--- config.mk ---
export PLATFORM = sky130hd
export DESIGN_NAME = long_press_alarm_with_cancel_window_unit
export DESIGN_NICKNAME = d
export VERILOG_FILES = /design/src/sv/lpa_pkg.sv /design/src/sv/long_press_alarm_with_cancel_window_unit.sv /design/src/sv/lpa_core.sv
export SDC_FILE = /design/constraint.sdc
export NUM_CORES = 1
export LEC_CHECK = 0
export ABC_AREA = 1
export BUFFER_PORTS_ARGS = -buffer_cell sky130_fd_sc_hd__buf_2
export CORE_MARGIN = 2
export CORE_UTILIZATION = 62
export DETAILED_ROUTE_END_ITERATION = 8
export PLACE_DENSITY = 0.86
export RECOVER_POWER = 100
export SYNTH_ARGS = -nofsm -noshare
export SYNTH_HDL_FRONTEND = slang
export SYNTH_HIERARCHICAL = 1
export SYNTH_SLANG_ARGS = --single-unit
--- constraint.sdc ---
create_clock -name clk -period 4.51 [get_ports clk]
set_input_delay 0.2255 -clock clk [delete_from_list [all_inputs] [get_ports clk]]
set_output_delay 0.2255 -clock clk [all_outputs]
set_load 0.01 [all_outputs]
--- src/sv/lpa_pkg.sv ---
// Package for the long-press alarm unit: phase, mode, event and status codes,
// configuration and result structs shared by the core and the top level.
// No dependencies.
package lpa_pkg;

    typedef enum logic [1:0] {
        PH_IDLE       = 2'd0,
        PH_PRESSING   = 2'd1,
        PH_TRIGGERED  = 2'd2,
        PH_CANCELLING = 2'd3
    } phase_t;

    typedef enum logic [1:0] {
        MODE_POLL    = 2'd0,
        MODE_TRIGGER = 2'd1,
        MODE_CANCEL  = 2'd2,
        MODE_RESET   = 2'd3
    } mode_t;

    typedef enum logic [2:0] {
        EV_NONE      = 3'd0,
        EV_TRIGGERED = 3'd1,
        EV_TIMEOUT   = 3'd2,
        EV_SENT      = 3'd3,
        EV_CANCELLED = 3'd4
    } event_t;

    typedef enum logic [1:0] {
        ST_OK            = 2'd0,
        ST_NOT_TRIGGERED = 2'd1,
        ST_WINDOW_CLOSED = 2'd2,
        ST_DISABLED      = 2'd3
    } status_t;

    localparam logic [1:0] REG_ENABLE         = 2'd0;
    localparam logic [1:0] REG_PRESS_DURATION = 2'd1;
    localparam logic [1:0] REG_CANCEL_WINDOW  = 2'd2;

    localparam logic        ENABLE_RESET         = 1'b1;
    localparam logic [15:0] PRESS_DURATION_RESET = 16'd3000;
    localparam logic [15:0] CANCEL_WINDOW_RESET  = 16'd10000;

    localparam int IN_TDATA_W  = 40;
    localparam int OUT_TDATA_W = 16;

    typedef struct packed {
        logic        enable;
        logic [15:0] press_duration_ms;
        logic [15:0] cancel_window_ms;
    } cfg_t;

    typedef struct packed {
        event_t  event_code;
        logic    send_alert;
        logic    send_cancel;
        logic    vibrate_short;
        logic    vibrate_alarm;
        logic    show_prompt;
        logic    alarm_active;
        phase_t  phase_now;
        status_t request_status;
    } result_t;

endpackage

--- src/sv/long_press_alarm_with_cancel_window_unit.sv ---
// Top level of the long-press alarm unit: stream ports, configuration
// registers, input and result registers. Depends on lpa_pkg and lpa_core.
//
// Each transaction on the input stream is one poll tick, manual trigger,
// cancel request or state reset, and yields exactly one result transaction.
// The unit accepts one transaction per clock while the output is not
// stalled; a result passes through the input register and then the result
// register, and the whole state update is done combinationally between the
// two, in the core. While a result waits on a
// stalled output, one more transaction can enter the input register; the
// input then stalls until the result leaves. Write configuration only while no
// transaction is in flight; cfg_ready is always high and writes to index 3
// are ignored.
module long_press_alarm_with_cancel_window_unit (
    input  logic                            clk,
    input  logic                            rst_n,
    input  logic                            s_axis_tvalid,
    output logic                            s_axis_tready,
    // [0] button_pressed, [32:1] now_ms, [39:33] zero
    input  logic [lpa_pkg::IN_TDATA_W-1:0]  s_axis_tdata,
    // [1:0] mode
    input  logic [1:0]                      s_axis_tuser,
    output logic                            m_axis_tvalid,
    input  logic                            m_axis_tready,
    // [2:0] event_code, [3] send_alert, [4] send_cancel, [5] vibrate_short,
    // [6] vibrate_alarm, [7] show_prompt, [8] alarm_active, [10:9] phase_now,
    // [12:11] request_status, [15:13] zero
    output logic [lpa_pkg::OUT_TDATA_W-1:0] m_axis_tdata,
    input  logic                            cfg_valid,
    output logic                            cfg_ready,
    input  logic [1:0]                      cfg_index,
    input  logic [15:0]                     cfg_data
);

    lpa_pkg::cfg_t    cfg_reg;
    lpa_pkg::result_t step_res;

    logic           in_valid_reg;
    lpa_pkg::mode_t in_mode_reg;
    logic           in_pressed_reg;
    logic [31:0]    in_now_reg;

    logic                            out_valid_reg;
    logic [lpa_pkg::OUT_TDATA_W-1:0] out_data_reg;
    logic [lpa_pkg::OUT_TDATA_W-1:0] out_data_next;

    logic advance;
    logic in_take;

    assign cfg_ready     = 1'b1;
    assign advance       = in_valid_reg && (!out_valid_reg || m_axis_tready);
    assign s_axis_tready = !in_valid_reg || advance;
    assign in_take       = s_axis_tvalid && s_axis_tready;
    assign m_axis_tvalid = out_valid_reg;
    assign m_axis_tdata  = out_data_reg;

    always_ff @(posedge clk or negedge rst_n)
    begin
        if (!rst_n)
        begin
            cfg_reg.enable            <= lpa_pkg::ENABLE_RESET;
            cfg_reg.press_duration_ms <= lpa_pkg::PRESS_DURATION_RESET;
            cfg_reg.cancel_window_ms  <= lpa_pkg::CANCEL_WINDOW_RESET;
        end
        else if (cfg_valid && cfg_ready)
        begin
            case (cfg_index)
                lpa_pkg::REG_ENABLE:         cfg_reg.enable            <= cfg_data[0];
                lpa_pkg::REG_PRESS_DURATION: cfg_reg.press_duration_ms <= cfg_data;
                lpa_pkg::REG_CANCEL_WINDOW:  cfg_reg.cancel_window_ms  <= cfg_data;
                default:
                begin
                end
            endcase
        end
    end

    always_ff @(posedge clk or negedge rst_n)
    begin
        if (!rst_n)
        begin
            in_valid_reg  <= 1'b0;
            out_valid_reg <= 1'b0;
        end
        else
        begin
            if (in_take)
            begin
                in_valid_reg <= 1'b1;
            end
            else if (advance)
            begin
                in_valid_reg <= 1'b0;
            end

            if (advance)
            begin
                out_valid_reg <= 1'b1;
            end
            else if (m_axis_tready)
            begin
                out_valid_reg <= 1'b0;
            end
        end
    end

    always_ff @(posedge clk)
    begin
        if (in_take)
        begin
            in_mode_reg    <= lpa_pkg::mode_t'(s_axis_tuser);
            in_pressed_reg <= s_axis_tdata[0];
            in_now_reg     <= s_axis_tdata[32:1];
        end
        if (advance)
        begin
            out_data_reg <= out_data_next;
        end
    end

    lpa_core u_core (
        .clk            (clk),
        .rst_n          (rst_n),
        .step_en        (advance),
        .mode           (in_mode_reg),
        .button_pressed (in_pressed_reg),
        .now_ms         (in_now_reg),
        .cfg            (cfg_reg),
        .res            (step_res)
    );

    assign out_data_next = {3'd0,
                            step_res.request_status,
                            step_res.phase_now,
                            step_res.alarm_active,
                            step_res.show_prompt,
                            step_res.vibrate_alarm,
                            step_res.vibrate_short,
                            step_res.send_cancel,
                            step_res.send_alert,
                            step_res.event_code};

endmodule

--- src/sv/lpa_core.sv ---
// Alarm state registers and the single-step update for one transaction.
// Depends on lpa_pkg.
module lpa_core (
    input  logic             clk,
    input  logic             rst_n,
    input  logic             step_en,
    input  lpa_pkg::mode_t   mode,
    input  logic             button_pressed,
    input  logic [31:0]      now_ms,
    input  lpa_pkg::cfg_t    cfg,
    output lpa_pkg::result_t res
);

    lpa_pkg::phase_t phase_reg;
    lpa_pkg::phase_t phase_next;
    logic [31:0]     hold_origin_reg;
    logic [31:0]     hold_origin_next;
    logic [31:0]     trigger_time_reg;
    logic [31:0]     trigger_time_next;
    logic            alarm_flag_reg;
    logic            alarm_flag_next;
    logic            released_reg;
    logic            released_next;

    logic [31:0] press_elapsed;
    logic [31:0] trig_elapsed;
    logic        window_open;
    logic        hold_done;

    assign press_elapsed = now_ms - hold_origin_reg;
    assign trig_elapsed  = now_ms - trigger_time_reg;
    assign window_open   = trig_elapsed < {16'd0, cfg.cancel_window_ms};
    assign hold_done     = press_elapsed >= {16'd0, cfg.press_duration_ms};

    always_comb
    begin
        phase_next        = phase_reg;
        hold_origin_next  = hold_origin_reg;
        trigger_time_next = trigger_time_reg;
        alarm_flag_next   = alarm_flag_reg;
        released_next     = released_reg;

        res.event_code     = lpa_pkg::EV_NONE;
        res.send_alert     = 1'b0;
        res.send_cancel    = 1'b0;
        res.vibrate_short  = 1'b0;
        res.vibrate_alarm  = 1'b0;
        res.show_prompt    = 1'b0;
        res.request_status = lpa_pkg::ST_OK;

        case (mode)
            lpa_pkg::MODE_POLL:
            begin
                if (!cfg.enable)
                begin
                    res.request_status = lpa_pkg::ST_DISABLED;
                end
                else
                begin
                    case (phase_reg)
                        lpa_pkg::PH_IDLE:
                        begin
                            if (button_pressed)
                            begin
                                phase_next        = lpa_pkg::PH_PRESSING;
                                hold_origin_next  = now_ms;
                                res.vibrate_short = 1'b1;
                            end
                        end
                        lpa_pkg::PH_PRESSING:
                        begin
                            if (!button_pressed)
                            begin
                                phase_next = lpa_pkg::PH_IDLE;
                            end
                            else if (hold_done)
                            begin
                                phase_next        = lpa_pkg::PH_TRIGGERED;
                                alarm_flag_next   = 1'b1;
                                trigger_time_next = now_ms;
                                released_next     = 1'b0;
                                res.send_alert    = 1'b1;
                                res.vibrate_alarm = 1'b1;
                                res.event_code    = lpa_pkg::EV_TRIGGERED;
                            end
                        end
                        lpa_pkg::PH_TRIGGERED:
                        begin
                            if (!button_pressed)
                            begin
                                released_next = 1'b1;
                            end
                            if (window_open)
                            begin
                                phase_next      = lpa_pkg::PH_CANCELLING;
                                res.show_prompt = 1'b1;
                            end
                            else
                            begin
                                res.event_code  = lpa_pkg::EV_TIMEOUT;
                                phase_next      = lpa_pkg::PH_IDLE;
                                alarm_flag_next = 1'b0;
                            end
                        end
                        default:
                        begin
                            if (!window_open)
                            begin
                                res.event_code  = lpa_pkg::EV_SENT;
                                phase_next      = lpa_pkg::PH_IDLE;
                                alarm_flag_next = 1'b0;
                            end
                            else if (button_pressed)
                            begin
                                if (released_reg && alarm_flag_reg)
                                begin
                                    phase_next      = lpa_pkg::PH_IDLE;
                                    alarm_flag_next = 1'b0;
                                    res.send_cancel = 1'b1;
                                    res.event_code  = lpa_pkg::EV_CANCELLED;
                                end
                            end
                            else
                            begin
                                released_next = 1'b1;
                            end
                        end
                    endcase
                end
            end
            lpa_pkg::MODE_TRIGGER:
            begin
                if (!cfg.enable)
                begin
                    res.request_status = lpa_pkg::ST_DISABLED;
                end
                else
                begin
                    phase_next        = lpa_pkg::PH_TRIGGERED;
                    alarm_flag_next   = 1'b1;
                    trigger_time_next = now_ms;
                    released_next     = 1'b0;
                    res.send_alert    = 1'b1;
                    res.vibrate_alarm = 1'b1;
                    res.event_code    = lpa_pkg::EV_TRIGGERED;
                end
            end
            lpa_pkg::MODE_CANCEL:
            begin
                if (!alarm_flag_reg)
                begin
                    res.request_status = lpa_pkg::ST_NOT_TRIGGERED;
                end
                else if (!window_open)
                begin
                    res.request_status = lpa_pkg::ST_WINDOW_CLOSED;
                end
                else
                begin
                    phase_next      = lpa_pkg::PH_IDLE;
                    alarm_flag_next = 1'b0;
                    res.send_cancel = 1'b1;
                    res.event_code  = lpa_pkg::EV_CANCELLED;
                end
            end
            default:
            begin
                phase_next        = lpa_pkg::PH_IDLE;
                hold_origin_next  = 32'd0;
                trigger_time_next = 32'd0;
                alarm_flag_next   = 1'b0;
                released_next     = 1'b0;
            end
        endcase

        res.alarm_active = alarm_flag_next;
        res.phase_now    = phase_next;
    end

    always_ff @(posedge clk or negedge rst_n)
    begin
        if (!rst_n)
        begin
            phase_reg        <= lpa_pkg::PH_IDLE;
            hold_origin_reg  <= 32'd0;
            trigger_time_reg <= 32'd0;
            alarm_flag_reg   <= 1'b0;
            released_reg     <= 1'b0;
        end
        else if (step_en)
        begin
            phase_reg        <= phase_next;
            hold_origin_reg  <= hold_origin_next;
            trigger_time_reg <= trigger_time_next;
            alarm_flag_reg   <= alarm_flag_next;
            released_reg     <= released_next;
        end
    end

`ifndef ASSERT_OFF
    a_flag_matches_phase: assert property (@(posedge clk) disable iff (!rst_n)
        alarm_flag_reg == (phase_reg == lpa_pkg::PH_TRIGGERED ||
                           phase_reg == lpa_pkg::PH_CANCELLING))
        else $error("alarm flag disagrees with phase");

    a_reset_mode_clears: assert property (@(posedge clk) disable iff (!rst_n)
        step_en && mode == lpa_pkg::MODE_RESET |=>
        phase_reg == lpa_pkg::PH_IDLE && !alarm_flag_reg && !released_reg)
        else $error("reset mode left state behind");

    a_alert_stamps_time: assert property (@(posedge clk) disable iff (!rst_n)
        step_en && res.send_alert |=>
        trigger_time_reg == $past(now_ms) && !released_reg)
        else $error("trigger time not captured on alert");

    a_disabled_poll_holds: assert property (@(posedge clk) disable iff (!rst_n)
        step_en && !cfg.enable && mode == lpa_pkg::MODE_POLL |=>
        $stable(phase_reg) && $stable(hold_origin_reg) && $stable(released_reg))
        else $error("disabled poll changed state");
`endif

endmodule

==> reports/results.txt, run 1 <==
status: finished with violations
violated checks: max-capacitance violations, max-slew violations
GRT Util Overall: 32.4%
skew final: 0.0167 ns
Worst R2R Path Depth: 26
first-pass GRT wire length: 55100 um
Max Clk Rate: 238 MHz
Final ANT Viol Nets: 0
#FFs+latches synth: 151
share of post-route cells with drive strength above 1: 9.29%
grt total ovfl: 0
Chip Height: 146 um
dpl hpwl: 26700 um
reg-to-reg slack, setup: 0.31 ns
Netlist Area Pre-Place: 0.0125 mm2
crit start category: register
RSZ-0062 raised after global routing: no
number of synthesized flops with an enable pin: 48
R2R Path End: m_axis_tdata[9]
CP arrival: 4.36 ns
power per cell area: 501 mW/mm2
Gate Count Post-Synth: 1813
CTS tree: built
worst skew pair latency: 0.43 ns
Die W: 146 um
Vias/cell: 5.43
reg-to-reg startpoint: in_now_reg[0]
Synth Warn #: 6
Inserted Clock Buffers: 17
largest net degree at the start of global routing: 61
Sw Ratio: 45.5%
Worst slew margin: -121%
maximum VDD drop: 0.293 mV
critical path class: reg -> reg
number of max-slew violations in the final report: 125
port bufs: 72
Main synth FF type: dfrtp_1
Yosys top cell area share: 18.1%
Worst Tran Pin Value: 3.31 ns
row count: 51
Leak: 7.38 nW
Root Buffer: clkbuf_16
Clock Power Share: 19.3%
WHS Endpoint: in_valid_reg
part of the power in registers: 26.7%
Hold Crit Class: in -> reg
Sw Pwr: 3.13 mW
CTS sink cnt: 151
final worst path period need: 4.20 ns
WP data required: 4.67 ns
htree depth: 4
Final period util: 93.1%
vias post-DR: 11900
combinational cell fraction of total power: 54.0%
crit path max fanout: 4
Yosys cell types: 47
Setup TNS Final: 0 ns
Worst Setup End Kind: register
Fin. Hold Viols: 0
drt pass-1 iters: 6
vias in the first global route: 11400
Detailed Route WL: 34100 um
sequential share of the synthesized area: 32.4%
drt drc: 0
1st-iter DRT viols: 1023
ranking of synthesized cells by area: dfrtp_1, nand2_1, edfxtp_1
hold-critical path depth: 3
Setup WS post-layout: 0.312 ns
Reg clk slew, reported paths: 0.06 ns
Async SR Flop Fraction: 68.2%
synthesized area per cell: 6.87 um2
clock buffer depth: 2
Die ar.: 0.0212 mm2
gpl congestion: 1.01
Core Region: 0.0196 mm2
number of setup violations in the final report: 0
initial antenna violation count: 1
Place WS: 0.369 ns
I/O pin total: 84
maximum capacitance violations: 3
Initial Util: 63.6%
P&R area growth vs syn: 10.1%
min-delay src: s_axis_tvalid
Final #Nets: 2083
Synth area leader: dfrtp_1
P_int: 3.75 mW
Largest register FFs: 33
wire per inst: 15.6 um
==> layout by cell type, fill, tap and decap left out, drive strengths merged, types with 4 or more instances in the layout <==
cell type    count
conb             4
nand3          144
nand4           46
inv            351
nand3b           9
buf             57
nor2           133
dfrtp           90
dfstp           13
a21oi           69
edfxtp          48
nor3            11
dlygate4sd3     33
o21ai           76
clkinv           6
clkbuf          48
nand2          623
a211oi           5
ha             102
xor2            29
and3             5
==> logic make-up (layout without fill, tap and decap cells) <==
group	Yosys count	after routing	share of synthesized area (%)
AND/OR/NAND/NOR	976	976	34.2
adder cells (fa/ha/maj)	104	104	10.6
flip-flops	151	151	32.4
AO/OA/AOI/OAI	161	161	7.74
buffers and inverters	387	499	12.8
other	2	5	0.0603
XOR/XNOR	32	32	2.25
==> per-stage QoR <==
stage | power (mW) | util (%) | hold WS [ns] | cells | instance area, um2
detailed placement | 5.49 | 66.3 | 0.352 | 2127 | 13000
finish | 6.88 | 70.0 | 0.0282 | 2193 | 13700
global placement | 5.36 | 66.3 | 0.343 | 2127 | 13000
floorplan | 4.61 | - | -0.0701 | 1815 | 12500
global route | 7.48 | 70.0 | 0.0360 | 2193 | 13700
CTS | 6.88 | 70.7 | 0.00161 | 2190 | 13800
==> worst max path at each step <==
| stage | startpoint | end | depth (start not counted) |
|---|---|---|---|
| after detailed placement | in_now_reg[0] | u_core/trigger_time_reg[7] | 26 |
| after CTS | in_now_reg[0] | m_axis_tdata[9] | 27 |
| after global routing | in_now_reg[0] | u_core/trigger_time_reg[27] | 26 |
| after floorplan | in_now_reg[0] | m_axis_tdata[8] | 26 |
| after global placement | in_now_reg[0] | u_core/alarm_flag_reg | 27 |
| final | in_now_reg[0] | m_axis_tdata[9] | 26 |
==> synthesized netlist by cell type (16+ instances only) <==
cell type and n:
xor2_1 29, o21ai_0 42, inv_1 346, edfxtp_1 48
o21ai_2 28, nand4_1 46, a21oi_1 65, nand2_1 580
ha_1 102, nor2_1 117, dfrtp_1 90, nor2_2 16
nand2_2 42, nand3_1 134
==> timing repair <==
action | CTS | global route
endpoints found under the hold margin | 76 | 2
endpoints found under the setup margin | 0 | 37
resized for setup | 0 | 7
hold buffers | 31 | 2
buffers inserted | 0 | 0
==> power groups by stage <==
| stage | Sequential, mW | Combinational, mW | Clock (mW) |
|---|---|---|---|
| global placement | 1.84 | 3.52 | 0 |
| CTS | 1.83 | 3.70 | 1.35 |
| detailed placement | 1.85 | 3.64 | 0 |
| finish | 1.83 | 3.72 | 1.33 |
| global route | 1.86 | 4.22 | 1.40 |
| floorplan | 1.81 | 2.80 | 0 |
==> final cells by class <==
cell class	count	area, um2
clock buffers	21	440
inverters	350	1330
well taps	265	332
clock inverters	11	103
diodes	1	2.50
flip-flops and latches	151	4040
repair buffers	117	744
multi-input cells	1277	6730
fillers	1745	5870
==> worst max-delay path: stages, from the launching register on <==
cell and delay, ns:
edfxtp_1 0.39, inv_1 0.16, ha_1 0.21, inv_1 0.11, fa_1 0.44, nand2_1 0.09
nand3_1 0.11, nand3_1 0.10, nand2_1 0.12, nand2_1 0.10, nand2_2 0.08, xor2_1 0.20
ha_1 0.29, nand2_1 0.07, nor2_1 0.05, a211oi_2 0.17, nand2_1 0.09, nor2_2 0.16
nand2_1 0.07, nor2_1 0.11, nand2_1 0.10, nor2_4 0.16, nand2_2 0.11, o21ai_2 0.16
o21ai_0 0.11, nand2_1 0.11, a21oi_1 0.07
==> per-layer routing <==
layer	global-route usage [%]	vias to the layer above	share of wire, %
met2	54.6	374	47
met5	0	-	0
met3	4.33	73	6.0
li1	-	5892	-
met4	11.0	0	3.0
met1	43.1	5568	44
(Power assumes the default switching activity.)
==> run 2, diff against run 1 <==
--- a/config.mk
+++ b/config.mk
@@ -7,7 +7,7 @@
 export LEC_CHECK = 0
 export ABC_AREA = 1
 export BUFFER_PORTS_ARGS = -buffer_cell sky130_fd_sc_hd__buf_2
-export CORE_MARGIN = 2
+export CAP_MARGIN = 5
 export CORE_UTILIZATION = 62
 export DETAILED_ROUTE_END_ITERATION = 8
 export PLACE_DENSITY = 0.86
==> constraint.sdc (replaced) <==
create_clock -name clk -period 4.51 [get_ports clk]
set_input_delay 0.451 -clock clk [delete_from_list [all_inputs] [get_ports clk]]
set_output_delay 0.451 -clock clk [all_outputs]
set_load 0.01 [all_outputs]
==> run 2 against run 1 <==
Compared with the run above: the flow still finishes with violations (max-capacitance violations, max-slew violations); clock power about the same; hold slack improved by 0.18 ns; largest cell class unchanged; non-clock buffer count is 33 lower; highest routed layer unchanged; power decreased by 0.37%; critical path type unchanged; die area decreased by 2.7%; combinational power is 2% lower.
==> reports/results.txt, run 2 (same netlist as run 1, synthesis figures left out) <==
Die W: 144 um (-1.4%)
Overall Power: 6.85 mW (-0.37%)
Place WS: 0.343 ns (-0.0253 ns)
# placed instances: 2127 (unchanged)
Fin. Hold Viols: 0 (unchanged)
Non-Filler Instances: 2162 (-1.4%)
CP max-delay cell: fa_1
violated checks: max-capacitance violations, max-slew violations
reg-to-reg slack, setup: 0.21 ns (-0.10 ns)
Vias/cell: 5.35 (-1.5%)
# hold bufs at CTS: 0 (-100%)
Worst Setup End Kind: register
drt drc: 0 (unchanged)
Max Clk Rate: 233 MHz (-2.3%)
final worst path period need: 4.30 ns (+0.0997 ns)
Final Cell Area: 0.0134 mm2 (-2.2%)
P&R area growth vs syn: 7.74%
Initial Util: 63.6% (unchanged)
min-delay src: s_axis_tdata[26]
GRT Util Overall: 34.1% (+1.7 points)
Final period util: 95.3% (+2.2 points)
grt total ovfl: 0 (unchanged)
fin util: 68.5% (-1.5 points)
cell family with most CP delay: simple AND/OR/NAND/NOR gates
dpl hpwl: 26900 um (+0.69%)
Final #Nets: 2050 (-1.6%)
status: finished with violations
Leak: 7.28 nW (-1.4%)
Worst path max stage delay: 0.45 ns (about the same)
maximum capacitance violations: 3 (unchanged)
most common cell after layout, fill and taps aside: nand2_1
most frequent cells in the layout: nand2_1, inv_1, nand3_1, nor2_1, ha_1
Setup TNS Final: 0 ns (unchanged)
maximum VDD drop: 0.322 mV (+10%)
Reg clk slew, reported paths: 0.07 ns (about the same)
wire per inst: 15.7 um (+1.1%)
hold slack final: 0.205 ns (+0.177 ns)
Top cell by count, worst path: nand2_1
1st-iter DRT viols: 726 (-29%)
Worst Tran Pin Value: 3.88 ns (+0.566 ns)
share of post-route cells with drive strength above 1: 9.93% (+0.64 points)
first-pass GRT wire length: 53500 um (-2.9%)
vias in the first global route: 10800 (-5.0%)
CTS sink cnt: 151 (unchanged)
reg-to-reg startpoint: in_now_reg[0]
total setup buffers inserted after CTS: 0 (unchanged)
Resized Gates After CTS: 0 (unchanged)
Core Region: 0.0196 mm2 (unchanged)
clock buffer depth: 2 (unchanged)
DP Area: 0.0130 mm2 (unchanged)
Hold Crit Class: in -> reg
power per cell area: 511 mW/mm2 (+1.8%)
Final ANT Viol Nets: 0 (unchanged)
RSZ-0062 raised after global routing: no
htree depth: 4 (unchanged)
Worst slew margin: -158% (-38 points)
gpl congestion: 0.990 (-2.3%)
skew final: 0.00985 ns (-0.00683 ns)
I/O pin total: 84 (unchanged)
Inserted Clock Buffers: 17 (unchanged)
CP arrival: 4.56 ns (+0.20 ns)
largest net degree at the start of global routing: 71 (+16%)
crit path max fanout: 4 (unchanged)
Worst setup startpoint: in_now_reg[0]
Die ar.: 0.0207 mm2 (-2.7%)
number of max-slew violations in the final report: 146 (+17%)
Detailed Route WL: 34000 um (-0.38%)
WP data required: 4.77 ns (+0.10 ns)
Largest register FFs: 33 (unchanged)
critical path class: reg -> reg
Root Buffer: clkbuf_16
row count: 51 (unchanged)
vias post-DR: 11600 (-2.9%)
crit start category: register
CTS tree: built
Critical path buffers and inverters: 2 (unchanged)
initial antenna violation count: 3 (+2)
Chip Height: 144 um (-1.4%)
drt pass-1 iters: 5 (-1)
worst skew pair latency: 0.42 ns (about the same)
number of setup violations in the final report: 0 (unchanged)
port bufs: 72 (unchanged)
Setup WS post-layout: 0.212 ns (-0.0997 ns)
## run 2: worst paths after layout
kind / to / cells after the start
max in group asynchronous: u_core/hold_origin_reg[22] / 1
min in group asynchronous: u_core/trigger_time_reg[10] / 1
worst min-delay path: in_now_reg[25] / 1
worst max register to register: m_axis_tdata[10] / 27
worst min register to register: cfg_reg[13] / 2
worst max-delay path: m_axis_tdata[10] / 27
## run 2: layer usage
layer | vias to the layer above | track usage (%) | share of wire [%]
li1 | 5819 | - | -
met3 | 54 | 5.60 | 6.5
met2 | 359 | 57.8 | 48
met1 | 5334 | 44.3 | 43
met5 | - | 0 | 0
met4 | 0 | 11.1 | 2.3
## run 2: final cells by class
cell class                      instances  area, um2
Timing Repair Buffer                   84        422
Multi-Input combinational cell       1277       6730
Inverter                              350       1330
Clock inverter                         14        124
Tap cell                              265        332
Sequential cell                       151       4040
Clock buffer                           18        439
Fill cell                            1758       6170
Antenna cell                            3       7.51
## run 2: worst reg2reg max path: cells and delay by family (launching register included)
kind | cells | cell delay (ns)
simple gates | 19 | 2.00
flops | 1 | 0.38
fa+ha+maj | 3 | 0.94
xor+xnor | 1 | 0.16
compound gates | 2 | 0.40
buf+inv | 2 | 0.26
## run 2: power by group
part / internal (mW) / switching (mW)
logic: 1.26 / 2.39
registers: 1.69 / 0.142
clock network: 0.778 / 0.581
total: 3.74 / 3.12
==> run 3, diff against run 2 <==
--- a/config.mk
+++ b/config.mk
@@ -8,9 +8,10 @@
 export ABC_AREA = 1
 export BUFFER_PORTS_ARGS = -buffer_cell sky130_fd_sc_hd__buf_2
 export CAP_MARGIN = 5
+export CORE_MARGIN = 4
 export CORE_UTILIZATION = 62
 export DETAILED_ROUTE_END_ITERATION = 8
-export PLACE_DENSITY = 0.86
+export PLACE_DENSITY = 0.79
 export RECOVER_POWER = 100
 export SYNTH_ARGS = -nofsm -noshare
 export SYNTH_HDL_FRONTEND = slang
==> run 3 against run 2 <==
Compared with the run above: the run still ends with max-capacitance violations, max-slew violations left; highest routed layer unchanged; die area grew 8.5%; sequential power barely moved; sequential share of layout area is 0.13 points higher; worst setup slack better by 0.17 ns; via count is essentially flat; largest power group unchanged; count of clock-buffer cells in the layout increased by 4; combinational power is essentially flat.
==> reports/results.txt, run 3 (same netlist as run 1, synthesis figures left out) <==
status: finished with violations
violated checks: max-capacitance violations, max-slew violations
# hold bufs at CTS: 0 (unchanged)
maximum VDD drop: 0.343 mV (+6.7%)
initial antenna violation count: 0 (-3)
combinational cell fraction of total power: 53.1% (-0.3 points)
most frequent cells in the layout: nand2_1, inv_1, nand3_1, nor2_1, ha_1
Setup TNS Final: 0 ns (unchanged)
Die ar.: 0.0224 mm2 (+8.5%)
reg-to-reg startpoint: in_now_reg[8]
P&R area growth vs syn: 7.27%
P_int: 3.76 mW (+0.66%)
Place WS: 0.250 ns (-0.0937 ns)
number of max-slew violations in the final report: 72 (-51%)
Sw Ratio: 45.1% (-0.36 points)
Worst setup startpoint: in_now_reg[8]
maximum capacitance violations: 1 (-2)
Final period util: 91.5% (-3.8 points)
row count: 51 (unchanged)
Worst Tran Pin Value: 4.02 ns (+0.150 ns)
Setup WS post-layout: 0.383 ns (+0.171 ns)
Leak: 7.22 nW (-0.83%)
worst skew pair latency: 0.43 ns (about the same)
final worst path period need: 4.13 ns (-0.171 ns)
port bufs: 72 (unchanged)
Worst slew margin: -168% (-10 points)
Root Buffer: clkbuf_16
part of the power in registers: 26.9% (about the same)
Hold Crit Class: in -> reg
wire per inst: 15.7 um (-0.37%)
gpl congestion: 0.990 (about the same)
critical path class: reg -> reg
Final #Nets: 2046 (-0.20%)
Final ANT Viol Nets: 0 (unchanged)
largest net degree at the start of global routing: 72 (+1.4%)
Die W: 150 um (+4.2%)
vias post-DR: 11600 (-0.095%)
Largest register FFs: 33 (unchanged)
clock buffer depth: 2 (unchanged)
1st-iter DRT viols: 804 (+11%)
crit start category: register
Max Clk Rate: 242 MHz (+4.1%)
share of post-route cells with drive strength above 1: 9.05% (-0.88 points)
first-pass GRT wire length: 54100 um (+1.2%)
min-delay src: s_axis_tdata[28]
Chip Height: 150 um (+4.2%)
power per cell area: 513 mW/mm2 (+0.45%)
Filler Cell Count: 1861 (+5.9%)
number of setup violations in the final report: 0 (unchanged)
drt drc: 0 (unchanged)
Fin. Hold Viols: 0 (unchanged)
Reg clk slew, reported paths: 0.07 ns (about the same)
Sw Pwr: 3.09 mW (-0.77%)
total setup buffers inserted after CTS: 0 (unchanged)
skew final: 0.0158 ns (+0.00594 ns)
I/O pin total: 84 (unchanged)
crit path max fanout: 4 (unchanged)
Vias/cell: 5.36 (+0.23%)
Final Cell Area: 0.0134 mm2 (-0.44%)
RSZ-0062 raised after global routing: no
Worst Setup End Kind: register
Detailed Route WL: 33800 um (-0.69%)
CP arrival: 4.29 ns (-0.27 ns)
Inserted Clock Buffers: 17 (unchanged)
most common cell after layout, fill and taps aside: nand2_1
Initial Util: 63.6% (unchanged)
htree depth: 4 (unchanged)
dpl hpwl: 27000 um (+0.38%)
GRT Util Overall: 30.7% (-3.4 points)
CTS sink cnt: 151 (unchanged)
CTS tree: built
DP Area: 0.0130 mm2 (-0.23%)
Clock Power Share: 20.0% (+0.2 points)
grt total ovfl: 0 (unchanged)
Ant. Diodes: 0 (-3)
vias in the first global route: 11100 (+3.1%)
Core Region: 0.0196 mm2 (unchanged)
drt pass-1 iters: 5 (unchanged)
WP data required: 4.67 ns (-0.10 ns)
[run 3: worst max-delay path, stage by stage, from the launching register on]
cell      delay, ns
edfxtp_1       0.55
ha_1           0.43
nand2_1        0.16
inv_1          0.05
nand2_1        0.06
nand2_1        0.08
a21oi_1        0.17
nand2_2        0.11
xor2_1         0.15
ha_1           0.30
a21oi_1        0.15
nor2_1         0.05
a211oi_1       0.18
nand2_1        0.08
nor2_1         0.21
nand2_1        0.08
nor2_1         0.12
nand2_1        0.09
a21oi_2        0.18
nand2_1        0.09
nand2_1        0.18
nand3_1        0.10
nand2_1        0.07
nand2_1        0.05
nand2_1        0.08
a21oi_1        0.08
[run 3: power by group through the flow]
stage	clock network (mW)	registers [mW]	logic [mW]
floorplan	0	1.81	2.80
global placement	0	1.85	3.51
detailed placement	0	1.86	3.64
CTS	1.39	1.84	3.67
global route	1.46	1.86	4.16
finish	1.37	1.84	3.64
[run 3: metrics by stage]
step	hold slack [ns]	util [%]	instances	power, mW
5_1_grt	0.186	68.2	2155	7.48
3_5_place_dp	0.454	66.2	2123	5.50
6_report	0.201	68.2	2155	6.85
2_1_floorplan	0.155	-	1815	4.61
4_1_cts	0.185	69.1	2155	6.90
3_3_place_gp	0.452	66.2	2123	5.36
[run 3: cell type report]
class,instances,area [um2],area share (%)
well taps,265,332,2.48
inverters,350,1330,9.96
clock inverters,10,92.6,0.693
repair buffers,80,377,2.82
flip-flops and latches,151,4040,30.2
multi-input cells,1277,6720,50.3
clock buffers,22,475,3.56
[run 3: layer usage]
metal  track usage (%)  vias up  routed length, um
met5                 0        -                  0
met4              11.4        0               1120
met3              4.66       83               2070
met2              51.4      364              16100
met1              40.4     5288              14500
li1                  -     5820                  -
[run 3: worst paths after layout]
path	slack, ns	cells after the start	end
max in group asynchronous	0.81	1	u_core/hold_origin_reg[21]
min in group asynchronous	1.42	1	u_core/trigger_time_reg[5]
worst max-delay path	0.38	25	m_axis_tdata[10]
worst max register to register	0.38	25	m_axis_tdata[10]
worst min register to register	0.46	2	cfg_reg[27]
worst min-delay path	0.20	1	in_now_reg[27]
[run 3: timing repair]
action | in CTS | in global routing
gates resized for setup | 0 | 5
setup endpoints to repair | 0 | 39
hold endpoints to repair | 0 | 0
